File: config.mk
export PLATFORM = sky130hd
export DESIGN_NAME = dual_stack_shared_memory
export DESIGN_NICKNAME = d
export VERILOG_FILES = /design/src/sv/dssm_pkg.sv /design/src/sv/dssm_dp.sv /design/src/sv/dssm_ctrl.sv /design/src/sv/dual_stack_shared_memory.sv
export SDC_FILE = /design/constraint.sdc
export NUM_CORES = 2
export LEC_CHECK = 0
export ABC_AREA = 1
export BUFFER_PORTS_ARGS = -buffer_cell sky130_fd_sc_hd__buf_2
export CELL_PAD_IN_SITES_DETAIL_PLACEMENT = 0
export CELL_PAD_IN_SITES_GLOBAL_PLACEMENT = 1
export CORE_MARGIN = 2
export CORE_UTILIZATION = 40
export CTS_CLUSTER_DIAMETER = 40
export DETAILED_ROUTE_END_ITERATION = 10
export PLACE_DENSITY_LB_ADDON = 0.12
export SETUP_SLACK_MARGIN = 0.1
export SYNTH_ARGS = -nofsm -noshare
export SYNTH_HDL_FRONTEND = slang
export SYNTH_SLANG_ARGS = --single-unit
File: constraint.sdc
create_clock -name clk -period 3.65 [get_ports clk]
set_input_delay 0.5475 -clock clk [delete_from_list [all_inputs] [get_ports clk]]
set_output_delay 0.5475 -clock clk [all_outputs]
set_load 0.03 [all_outputs]
File: src/sv/dssm_pkg.sv
// Shared constants and controller/datapath interface types for the dual stack block.
package dssm_pkg;

	localparam int DEPTH_DEF = 64;
	localparam int WORD_W    = 32;

	localparam logic [1:0] OP_PUSH    = 2'd0;
	localparam logic [1:0] OP_POP     = 2'd1;
	localparam logic [1:0] OP_DISPLAY = 2'd2;

	localparam logic [1:0] ST_OK        = 2'd0;
	localparam logic [1:0] ST_OVERFLOW  = 2'd1;
	localparam logic [1:0] ST_UNDERFLOW = 2'd2;
	localparam logic [1:0] ST_EMPTY     = 2'd3;

	// controller -> datapath
	typedef struct packed {
		logic       push;       // write word, bump count
		logic       pop;        // read top word, drop count
		logic       walk_start; // read first element of a display
		logic       walk_next;  // read next element of a display
		logic       load;       // load result status
		logic [1:0] code;
		logic       from_mem;   // result data comes from the read register
	} cmd_t;

	// datapath -> controller
	typedef struct packed {
		logic full;
		logic sel_empty;
		logic last;
	} stat_t;

endpackage

File: src/sv/dssm_dp.sv
// Datapath: shared word memory, stack fill counters, display index and result registers.
module dssm_dp #(
	parameter int DEPTH = dssm_pkg::DEPTH_DEF
) (
	input  logic                         clk,
	input  logic                         arst_n,
	input  logic                         stack_sel,
	input  logic signed [31:0]           push_value,
	input  dssm_pkg::cmd_t               cmd,
	output dssm_pkg::stat_t              stat,
	output logic [1:0]                   status,
	output logic signed [31:0]           data_out,
	output logic                         last
);
	import dssm_pkg::*;

	localparam int AW = (DEPTH > 1) ? $clog2(DEPTH) : 1;
	localparam int CW = $clog2(DEPTH + 1);

	logic [WORD_W-1:0] mem [DEPTH];

	logic [CW-1:0]     lower_q, upper_q;
	logic [AW-1:0]     walk_idx_q;
	logic              walk_sel_q;
	logic [WORD_W-1:0] rd_data_q;
	logic [1:0]        status_q;
	logic              last_q;
	logic              from_mem_q;

	logic [CW:0]       fill_sum;
	logic [CW-1:0]     sel_fill, walk_fill;
	logic [AW-1:0]     wr_addr, pop_addr, walk_addr, rd_addr, next_idx;
	logic [CW-1:0]     lower_dec, upper_pop;
	logic              next_sel, rd_en, walking;

	assign fill_sum  = {1'b0, lower_q} + {1'b0, upper_q};
	assign sel_fill  = stack_sel ? upper_q : lower_q;

	assign stat.full      = (fill_sum >= (CW+1)'(DEPTH));
	assign stat.sel_empty = (sel_fill == '0);
	assign stat.last      = last_q;

	// push goes to the next free entry; upper stack counts down from the top
	assign wr_addr   = stack_sel ? (AW'(DEPTH - 1) - upper_q[AW-1:0]) : lower_q[AW-1:0];
	assign lower_dec = lower_q - 1'b1;
	assign upper_pop = CW'(DEPTH) - upper_q;
	assign pop_addr  = stack_sel ? upper_pop[AW-1:0] : lower_dec[AW-1:0];

	assign walking   = cmd.walk_start | cmd.walk_next;
	assign next_idx  = cmd.walk_start ? '0 : walk_idx_q + 1'b1;
	assign next_sel  = cmd.walk_start ? stack_sel : walk_sel_q;
	assign walk_addr = next_sel ? (AW'(DEPTH - 1) - next_idx) : next_idx;
	assign walk_fill = next_sel ? upper_q : lower_q;

	assign rd_en   = cmd.pop | walking;
	assign rd_addr = cmd.pop ? pop_addr : walk_addr;

	always_ff @(posedge clk) begin
		if (cmd.push) begin
			mem[wr_addr] <= push_value;
		end
		if (rd_en) begin
			rd_data_q <= mem[rd_addr];
		end
	end

	always_ff @(posedge clk or negedge arst_n) begin
		if (!arst_n) begin
			lower_q <= '0;
			upper_q <= '0;
		end else if (cmd.push) begin
			if (stack_sel) upper_q <= upper_q + 1'b1;
			else           lower_q <= lower_q + 1'b1;
		end else if (cmd.pop) begin
			if (stack_sel) upper_q <= upper_q - 1'b1;
			else           lower_q <= lower_dec;
		end
	end

	always_ff @(posedge clk) begin
		if (walking) begin
			walk_idx_q <= next_idx;
			walk_sel_q <= next_sel;
		end
		if (cmd.load) begin
			status_q   <= cmd.code;
			from_mem_q <= cmd.from_mem;
		end
		if (cmd.load || cmd.walk_next) begin
			last_q <= walking ? ((CW'(next_idx) + 1'b1) == walk_fill) : 1'b1;
		end
	end

	assign status   = status_q;
	assign data_out = from_mem_q ? rd_data_q : '0;
	assign last     = last_q;

endmodule

File: src/sv/dssm_ctrl.sv
// Controller: decodes transactions and sequences result delivery and display walks.
module dssm_ctrl (
	input  logic             clk,
	input  logic             arst_n,
	input  logic             in_valid,
	input  logic [1:0]       op,
	input  logic             out_ready,
	input  dssm_pkg::stat_t  stat,
	output logic             in_ready,
	output logic             out_valid,
	output dssm_pkg::cmd_t   cmd
);
	import dssm_pkg::*;

	localparam logic S_IDLE = 1'b0;
	localparam logic S_OUT  = 1'b1;

	logic state_q, state_d;

	always_comb begin
		state_d   = state_q;
		in_ready  = 1'b0;
		out_valid = 1'b0;
		cmd       = '0;
		case (state_q)
			S_IDLE: begin
				in_ready = 1'b1;
				if (in_valid) begin
					case (op)
						OP_PUSH: begin
							cmd.load = 1'b1;
							cmd.push = !stat.full;
							cmd.code = stat.full ? ST_OVERFLOW : ST_OK;
							state_d  = S_OUT;
						end
						OP_POP: begin
							cmd.load     = 1'b1;
							cmd.pop      = !stat.sel_empty;
							cmd.from_mem = !stat.sel_empty;
							cmd.code     = stat.sel_empty ? ST_UNDERFLOW : ST_OK;
							state_d      = S_OUT;
						end
						OP_DISPLAY: begin
							cmd.load       = 1'b1;
							cmd.walk_start = !stat.sel_empty;
							cmd.from_mem   = !stat.sel_empty;
							cmd.code       = stat.sel_empty ? ST_EMPTY : ST_OK;
							state_d        = S_OUT;
						end
						default: begin
						end
					endcase
				end
			end
			S_OUT: begin
				out_valid = 1'b1;
				if (out_ready) begin
					if (stat.last) state_d = S_IDLE;
					else           cmd.walk_next = 1'b1;
				end
			end
			default: state_d = S_IDLE;
		endcase
	end

	always_ff @(posedge clk or negedge arst_n) begin
		if (!arst_n) state_q <= S_IDLE;
		else         state_q <= state_d;
	end

endmodule

File: src/sv/dual_stack_shared_memory.sv
// Top level: two LIFO stacks sharing one memory of DEPTH words.
//
// Input channel (in_valid/in_ready): op, stack_sel, push_value. One transaction
// is a push, a pop or a display of the selected stack. Stack 0 grows up from
// entry 0, stack 1 grows down from entry DEPTH-1; pushes fail once the fills meet.
// Output channel (out_valid/out_ready): status, data_out, last. Push and pop give
// one result; a display gives one result per element, bottom first, with last on
// the final one, or one empty result. Op code 3 is dropped with no result.
// Timing: a result is valid the cycle after its input transaction is taken.
// Throughput: a push or pop is accepted, then delivered, before the next is
// taken; a display gives one element per cycle while the receiver is ready,
// limited by the single registered memory read port.
// The block takes one input transaction at a time: in_ready is high only while
// no result is pending. If the receiver stalls, the result register holds and
// the display walk pauses. Reset clears both fill counts and the controller;
// memory contents are not cleared and no clearing pass is needed.
module dual_stack_shared_memory #(
	parameter int DEPTH = dssm_pkg::DEPTH_DEF
) (
	input  logic               clk,
	input  logic               arst_n,
	input  logic               in_valid,
	output logic               in_ready,
	input  logic [1:0]         op,
	input  logic               stack_sel,
	input  logic signed [31:0] push_value,
	output logic               out_valid,
	input  logic               out_ready,
	output logic [1:0]         status,
	output logic signed [31:0] data_out,
	output logic               last
);
	import dssm_pkg::*;

	cmd_t  cmd;
	stat_t stat;

	// sequencing: decode, result handshake, display walk stepping
	dssm_ctrl u_ctrl (
		.clk       (clk),
		.arst_n    (arst_n),
		.in_valid  (in_valid),
		.op        (op),
		.out_ready (out_ready),
		.stat      (stat),
		.in_ready  (in_ready),
		.out_valid (out_valid),
		.cmd       (cmd)
	);

	// memory, fill counters, addressing and result registers
	dssm_dp #(
		.DEPTH (DEPTH)
	) u_dp (
		.clk        (clk),
		.arst_n     (arst_n),
		.stack_sel  (stack_sel),
		.push_value (push_value),
		.cmd        (cmd),
		.stat       (stat),
		.status     (status),
		.data_out   (data_out),
		.last       (last)
	);

endmodule
; Word level (Yosys, flattened, before mapping)
; Memories as Yosys holds them, arrays and structs flattened. A register that Yosys moved wholly into a read port is not among the register bits.
; Cells that the tools add are included.
[word_totals]
register_bits = 26
mem_bits_rw = 2048
in_bits = 39
out_inout_bits = 37
wordCells = 84
mem_count = 1
[classes]
add_sub_neg = 10
magnitude_cmp = 1
n_eq_ne = 7
n_mux = 40
bitwise = 5
reduce_logical = 12
[memory_table]
columns = memory, depth, width, rd, rd_ports_with_merged_regs, wr, line
row1 = u_dp.mem, 64, 32, 1, 1, 1, dssm_dp.sv:20  ; logic [WORD_W-1:0] mem [DEPTH];
[ops]
columns = op, count
row1 = $mux 7, 10
row2 = $mux 32, 1
row3 = $mux 6, 5
row4 = $mux 1, 16
row5 = $add 7x1->7 const B, 2
row6 = $sub 7x1->7 const B, 2
row7 = $sub 6x6->6 const A, 2
row8 = $pmux 3 s3, 1
row9 = $add 7x7->8, 1
row10 = $ge 8x7->1 const B, 1
row11 = $mux 4, 2
row12 = $ne 2x2->1 const B, 4
row13 = $add 6x1->7 const B, 1
row14 = $eq 7x7->1, 1
row15 = $logic_not 7->1, 1
row16 = $add 6x1->6 const B, 1
row17 = $mux 3, 2
row18 = $reduce_and 3->1, 2
row19 = $reduce_or 3->1, 2
row20 = $sub 1x6->6 const A, 1
row21 = $mux 2, 2
row22 = $reduce_or 2->1, 2
row23 = $not 1->1, 3
row24 = $eq 2x1->1 const B, 1
row25 = 7 further kinds, 9

; Longest topological paths before layout
[logic_depth]
ltp_word = 10
ltp_mapped = 21
mapped_depth_nobuf = 18

; Modules after synthesis
; Synthesis repeated with hierarchy kept, for this count alone.
[hier_totals]
hier_cells = 8425
area_unflattened_um2 = 93489.7
[modules_own_cells]
columns = module, instances, cells_per_inst, area_each_um2, seq_area_each_um2
row1 = dssm_dp, 1, 8393, 93298.2, 63140.6
row2 = dssm_ctrl, 1, 32, 191.4, 25.0

; Worst setup path before layout
; Ideal clock, no wire load.
[synth_path]
kind = flip-flop to flip-flop
startpoint = register u_dp.lower_q[0]
endpoint = memory u_dp.mem[12][0], enable pin
setup_time_ns = 0.421
arrival_ns = 3.343
t_required_ns = 3.229
path_slack_ns = -0.114
path_stages_with_launch = 12
n_path_buf = 0
path_cell_list = dfrtp_1 -> ha_1 -> fa_1 -> nand3_1 -> o21ai_0 -> a31oi_1 -> nand4_1 -> clkinv_1 -> nand2_1 -> nor2_1 -> nand2_1 -> nor2_1
[synth_between]
elab_chain_cells = 8
elab_cells_between_ends = 9
classes_between = 1 x add/sub / 1 x order compare / 6 x mux / 1 x reduce/logical
[synth_lines]
columns = element, line
row1 = from (decl), dssm_dp.sv:22  ; logic [CW-1:0] lower_q, upper_q;
row2 = from (signal assigned), dssm_dp.sv:73  ; else lower_q <= lower_q + 1'b1;
row3 = from (signal assigned), dssm_dp.sv:76  ; else lower_q <= lower_dec;
row4 = $add 7x7->8, dssm_dp.sv:36  ; assign fill_sum = {1'b0, lower_q} + {1'b0, upper_q};
row5 = $ge 8x7->1, dssm_dp.sv:39  ; assign stat.full = (fill_sum >= (CW+1)'(DEPTH));
row6 = $logic_not 1->1, dssm_ctrl.sv:32  ; cmd.push = !stat.full;
row7 = $mux 1, dssm_ctrl.sv:29  ; case (op)
row8 = $mux 3, dssm_ctrl.sv:28  ; if (in_valid) begin
row9 = $mux 3, dssm_ctrl.sv:25  ; case (state_q)
row10 = $mux 1, dssm_dp.sv:59  ; if (cmd.push) begin
row11 = $mux 1 (implied by the code), dssm_dp.sv:60  ; mem[wr_addr] <= push_value;
row12 = to (decl), dssm_dp.sv:20
; Several ways; a longest one is shown, not always the timed one.

; Worst setup path in the final report
[layout_path]
startpoint = register u_dp.lower_q[4]
endpoint = register u_dp.rd_data_q[8], read port of u_dp.mem, data pin
[layout_between]
elab_chain_cells = 10
elab_cells_between_ends = 16
classes_between = 2 x add/sub / 10 x mux / 2 x bitwise / 2 x reduce/logical
[layout_lines]
columns = element, line
row1 = $mux 7, dssm_dp.sv:37  ; assign sel_fill = stack_sel ? upper_q : lower_q;
row2 = $logic_not 7->1, dssm_dp.sv:40  ; assign stat.sel_empty = (sel_fill == '0);
row3 = $logic_not 1->1, "dssm_ctrl.sv:38, dssm_ctrl.sv:45"
row4 = $mux 1, dssm_ctrl.sv:29
row5 = $mux 3, dssm_ctrl.sv:28
row6 = $mux 3, dssm_ctrl.sv:25
row7 = $mux 6, dssm_dp.sv:50  ; assign next_idx = cmd.walk_start ? '0 : walk_idx_q + 1'b1;
row8 = $sub 6x6->6, dssm_dp.sv:52  ; assign walk_addr = next_sel ? (AW'(DEPTH - 1) - next_idx) : next_idx;
row9 = $mux 6, dssm_dp.sv:52
row10 = $mux 6, dssm_dp.sv:56  ; assign rd_addr = cmd.pop ? pop_addr : walk_addr;
row11 = to (decl), dssm_dp.sv:25  ; logic [WORD_W-1:0] rd_data_q;
; Several ways; a longest one is shown, not always the timed one.
; A chain may end at the register's enable or synchronous reset.

==> flow_metrics.py <==
metrics = {
    "detailed_routing": {
        "vias": 65900,
        "route.met3.wl_um": 16600,
        "viasPerCell": 5.17,
        "post_drt_wl_per_cell_um": 24.2,
        "drt_first_pass_iters": 6,
        "finalWirelength_um": 309000,
        "met2_length_um": 148000,
        "drc": 0,
        "top_layer_used": "met5",
        "final_antenna_net_count": 0,
        "detail_route.iter0.violations": 5601,
        "wl_met1_um": 136000,
    },
    "global_route": {
        "grt_use_total": 0.256,
        "grt_max_degree": 65,
        "overflow": 0,
        "grt_pass1_vias": 63800,
        "grt_pass1_wl_um": 447000,
        "antenna_found_initial": 31,
    },
    "cts": {
        "cts_buffers": 383,
        "cts_buffer_depth": 4,
        "cts_tree": "built",
        "clockRootBuffer": "clkbuf_16",
        "clkTransAtPathRegs_ns": 0.05,
        "clk-insertion-delay-late_ns": 0.94,
        "cts.sinks": 2106,
        "h-tree-depth": 5,
    },
    "worst_hold_path": {
        "hold_path_class": "primary input to async pin",
    },
    "job": {
        "cap_violations": 0,
    },
    "critical_path": {
        "critPathCaptureType": "register",
        "arrival_ns": 4.11,
        "critPathLaunchType": "register",
        "reg2regPathDepth": 20,
        "critical_path_class": "register to register",
        "rrSetupSlack_ns": 0.21,
        "timing.rr.start": "u_dp.lower_q[4]",
        "crit_fanout": 14,
        "cp_data_required_time_ns": 4.33,
        "rr_endpoint": "u_dp.rd_data_q[8]",
    },
    "sta": {
        "rsz0062_at_grt": "true",
        "final_hold_viol_count": 0,
        "tightest_slew_ns": 1.25,
        "setup_tns_ns": 0,
        "setup_violations": 0,
        "skew_ns": 0.0409,
        "final.period_utilization": 0.942,
        "fmax_ghz": 0.291,
        "whs_ns": 0.0721,
        "drv_slew": 0,
        "slew_headroom": 0.169,
        "fin_crit_ns": 3.44,
    },
    "floorplanning": {
        "start_util": 0.402,
        "core_area_um2": 232000,
        "ios": 76,
        "dieHeight_um": 487,
        "dieArea_um2": 237000,
        "die_x_um": 487,
        "num_rows": 177,
    },
    "power": {
        "p_per_area_nw_per_um2": 640,
        "p_int_uw": 53100,
        "ir_drop_v": 0.000476,
        "pwr-share-comb": 0.172,
        "total_power_uw": 74300,
        "p_sw_uw": 21200,
        "p_leak_uw": 0.0483,
        "sw_frac_of_total": 0.285,
        "p_seq_frac": 0.364,
        "clkPwrFrac": 0.464,
    },
    "logic_synthesis": {
        "synthArstFlopShare": 0.00712,
        "ys_seq_area_frac": 0.678,
        "synth_enable_flop_cells": 2091,
        "syn_avg_cell_area_um2": 10.6,
        "ys_seq_elements": 2106,
        "synth-main-ff-cell": "edfxtp_1",
        "synth.distinct_cells": 38,
        "syn_nets": 8859,
        "synthCells": 8796,
        "ys_warn_count": 0,
        "syn_area_um2": 93200,
    },
    "outcome": {
        "status": "complete, no violations",
    },
    "placement": {
        "placedCellCount": 12000,
        "portBuffers": 75,
        "dp_hpwl_um": 186000,
        "place_congestion": 0.835,
    },
    "final_layout": {
        "area_growth_pct": 24.5,
        "nets": 9456,
        "num-fill-cells": 20600,
        "drive_gt1_frac": 0.152,
        "finalNonFillerCells": 12700,
        "post-route-util": 0.500,
    },
}
## power by group through the flow
stage / logic (µW) / clock network [µW] / registers [µW]
5_1_grt: 13800 / 36000 / 27000
2_1_floorplan: 6220 / 0 / 27500
4_1_cts: 12500 / 35000 / 27000
3_3_place_gp: 12400 / 0 / 27500
3_5_place_dp: 12400 / 0 / 27500
6_report: 12800 / 34500 / 27000
## flip-flops by register name (all words and copies together) (netlist names)
name,flops
u_dp.walk_idx_q,6
u_dp.mem,2048
u_dp.walk_sel_q,1
u_ctrl.state_q,1
u_dp.upper_q,7
u_dp.rd_data_q,32
u_dp.last,1
u_dp.status,2
u_dp.from_mem_q,1
u_dp.lower_q,7
## worst max path at each step
stage / slack [ns] / endpoint / startpoint
6_report: 0.21 / u_dp.rd_data_q[8] / u_dp.lower_q[4]
5_1_grt: 0.07 / u_dp.rd_data_q[23] / u_ctrl.state_q
4_1_cts: 0.08 / u_dp.rd_data_q[16] / u_dp.lower_q[4]
3_5_place_dp: -0.36 / u_dp.rd_data_q[16] / op[0]
3_3_place_gp: -0.34 / u_dp.rd_data_q[16] / op[0]
2_1_floorplan: -0.11 / u_dp.mem[12][0] / u_dp.lower_q[0]
## through the flow
| stage | area, µm² | setup slack, ns |
|---|---|---|
| after CTS | 115000 | 0.0842 |
| after detailed placement | 103000 | -0.363 |
| after global placement | 103000 | -0.338 |
| after floorplan | 93200 | -0.114 |
| after global routing | 116000 | 0.0698 |
| final | 116000 | 0.211 |
## layout make-up
cell class              count  area, µm²  share of cell area
well taps                3043       3810              0.0328
repair buffers            721       8030              0.0692
multi-input cells        4497      22200               0.192
inverters                1683       6340              0.0546
clock inverters           268       2690              0.0232
diodes                     14       35.0            0.000302
flip-flops and latches   2106      63200               0.544
repair inverters            1       8.76           0.0000755
clock buffers             415       9750              0.0840
## per-layer routing
metal  track usage  vias to the layer above
met5             0                        -
met4        0.0720                        4
met3        0.0341                      536
met2         0.421                     1976
met1         0.356                    32800
li1              -                    30600
## worst max-delay path, stage by stage (launching register included)
cell and delay, ns:
dfrtp_1 0.42, inv_2 0.13, nand2_2 0.11, nor2_2 0.16
nand2_4 0.10, nand3_4 0.12, buf_4 0.14, nand2_2 0.08
o21ai_1 0.13, inv_1 0.10, nand2_2 0.12, nand2_8 0.16
buf_12 0.22, buf_12 0.16, buf_4 0.16, nand3_1 0.08
nand3_1 0.08, nand3_1 0.09, nand3_1 0.21, nand3_1 0.30
nand2_1 0.09
## what timing repair did
item | 4_1_cts | 5_1_grt
endpoints found under the setup margin | 17 | 91
pin swaps | 0 | 6
cloned | 0 | 10
buffers inserted | 0 | 20
hold endpoints to repair | 25 | 0
resized for setup | 18 | 56
hold buffers | 3 | 0
## kinds of logic after synthesis
group / after synthesis / share of synthesized area
compound gates: 58 / 0.00350
xor+xnor: 30 / 0.00282
fa+ha+maj: 24 / 0.00338
buf+inv: 2193 / 0.0930
flops: 2106 / 0.678
simple gates: 4385 / 0.220
## layout by cell type (no fill, tap or decap), types with 19 or more instances in the layout
master / count
nand3b_1: 321
buf_12: 197
clkbuf_16: 392
nand3_2: 19
buf_4: 419
inv_6: 46
nor2_4: 65
nand3_1: 2140
nand2_1: 1766
clkinv_1: 44
clkinv_2: 51
o21ai_0: 33
nor2_1: 24
clkinvlp_4: 45
buf_2: 75
bufinv_16: 36
ha_1: 22
xor2_1: 27
clkinv_4: 40
clkbuf_1: 30
edfxtp_1: 2091
inv_1: 1664
## Yosys cell counts, types with 3 or more instances
master / instances / area share
nand3_1: 2173 / 0.12
edfxtp_1: 2091 / 0.67
nand2_1: 1774 / 0.071
inv_1: 1667 / 0.067
nand3b_1: 321 / 0.026
buf_2: 250 / 0.013
clkbuf_1: 189 / 0.0076
nor2_1: 88 / 0.0035
buf_1: 45 / 0.0018
o21ai_0: 35 / 0.0019
xor2_1: 27 / 0.0025
ha_1: 22 / 0.0030
buf_4: 18 / 0.0014
dfrtp_1: 15 / 0.0040
inv_2: 14 / 0.00056
a21oi_1: 10 / 0.00054
nand2_2: 9 / 0.00060
buf_6: 8 / 0.00097
nor3_1: 6 / 0.00032
a22oi_1: 3 / 0.00024
nand4_1: 3 / 0.00020
nor2_2: 3 / 0.00020
xnor2_1: 3 / 0.00028
No activity file was read; power rests on OpenSTA's default activity.
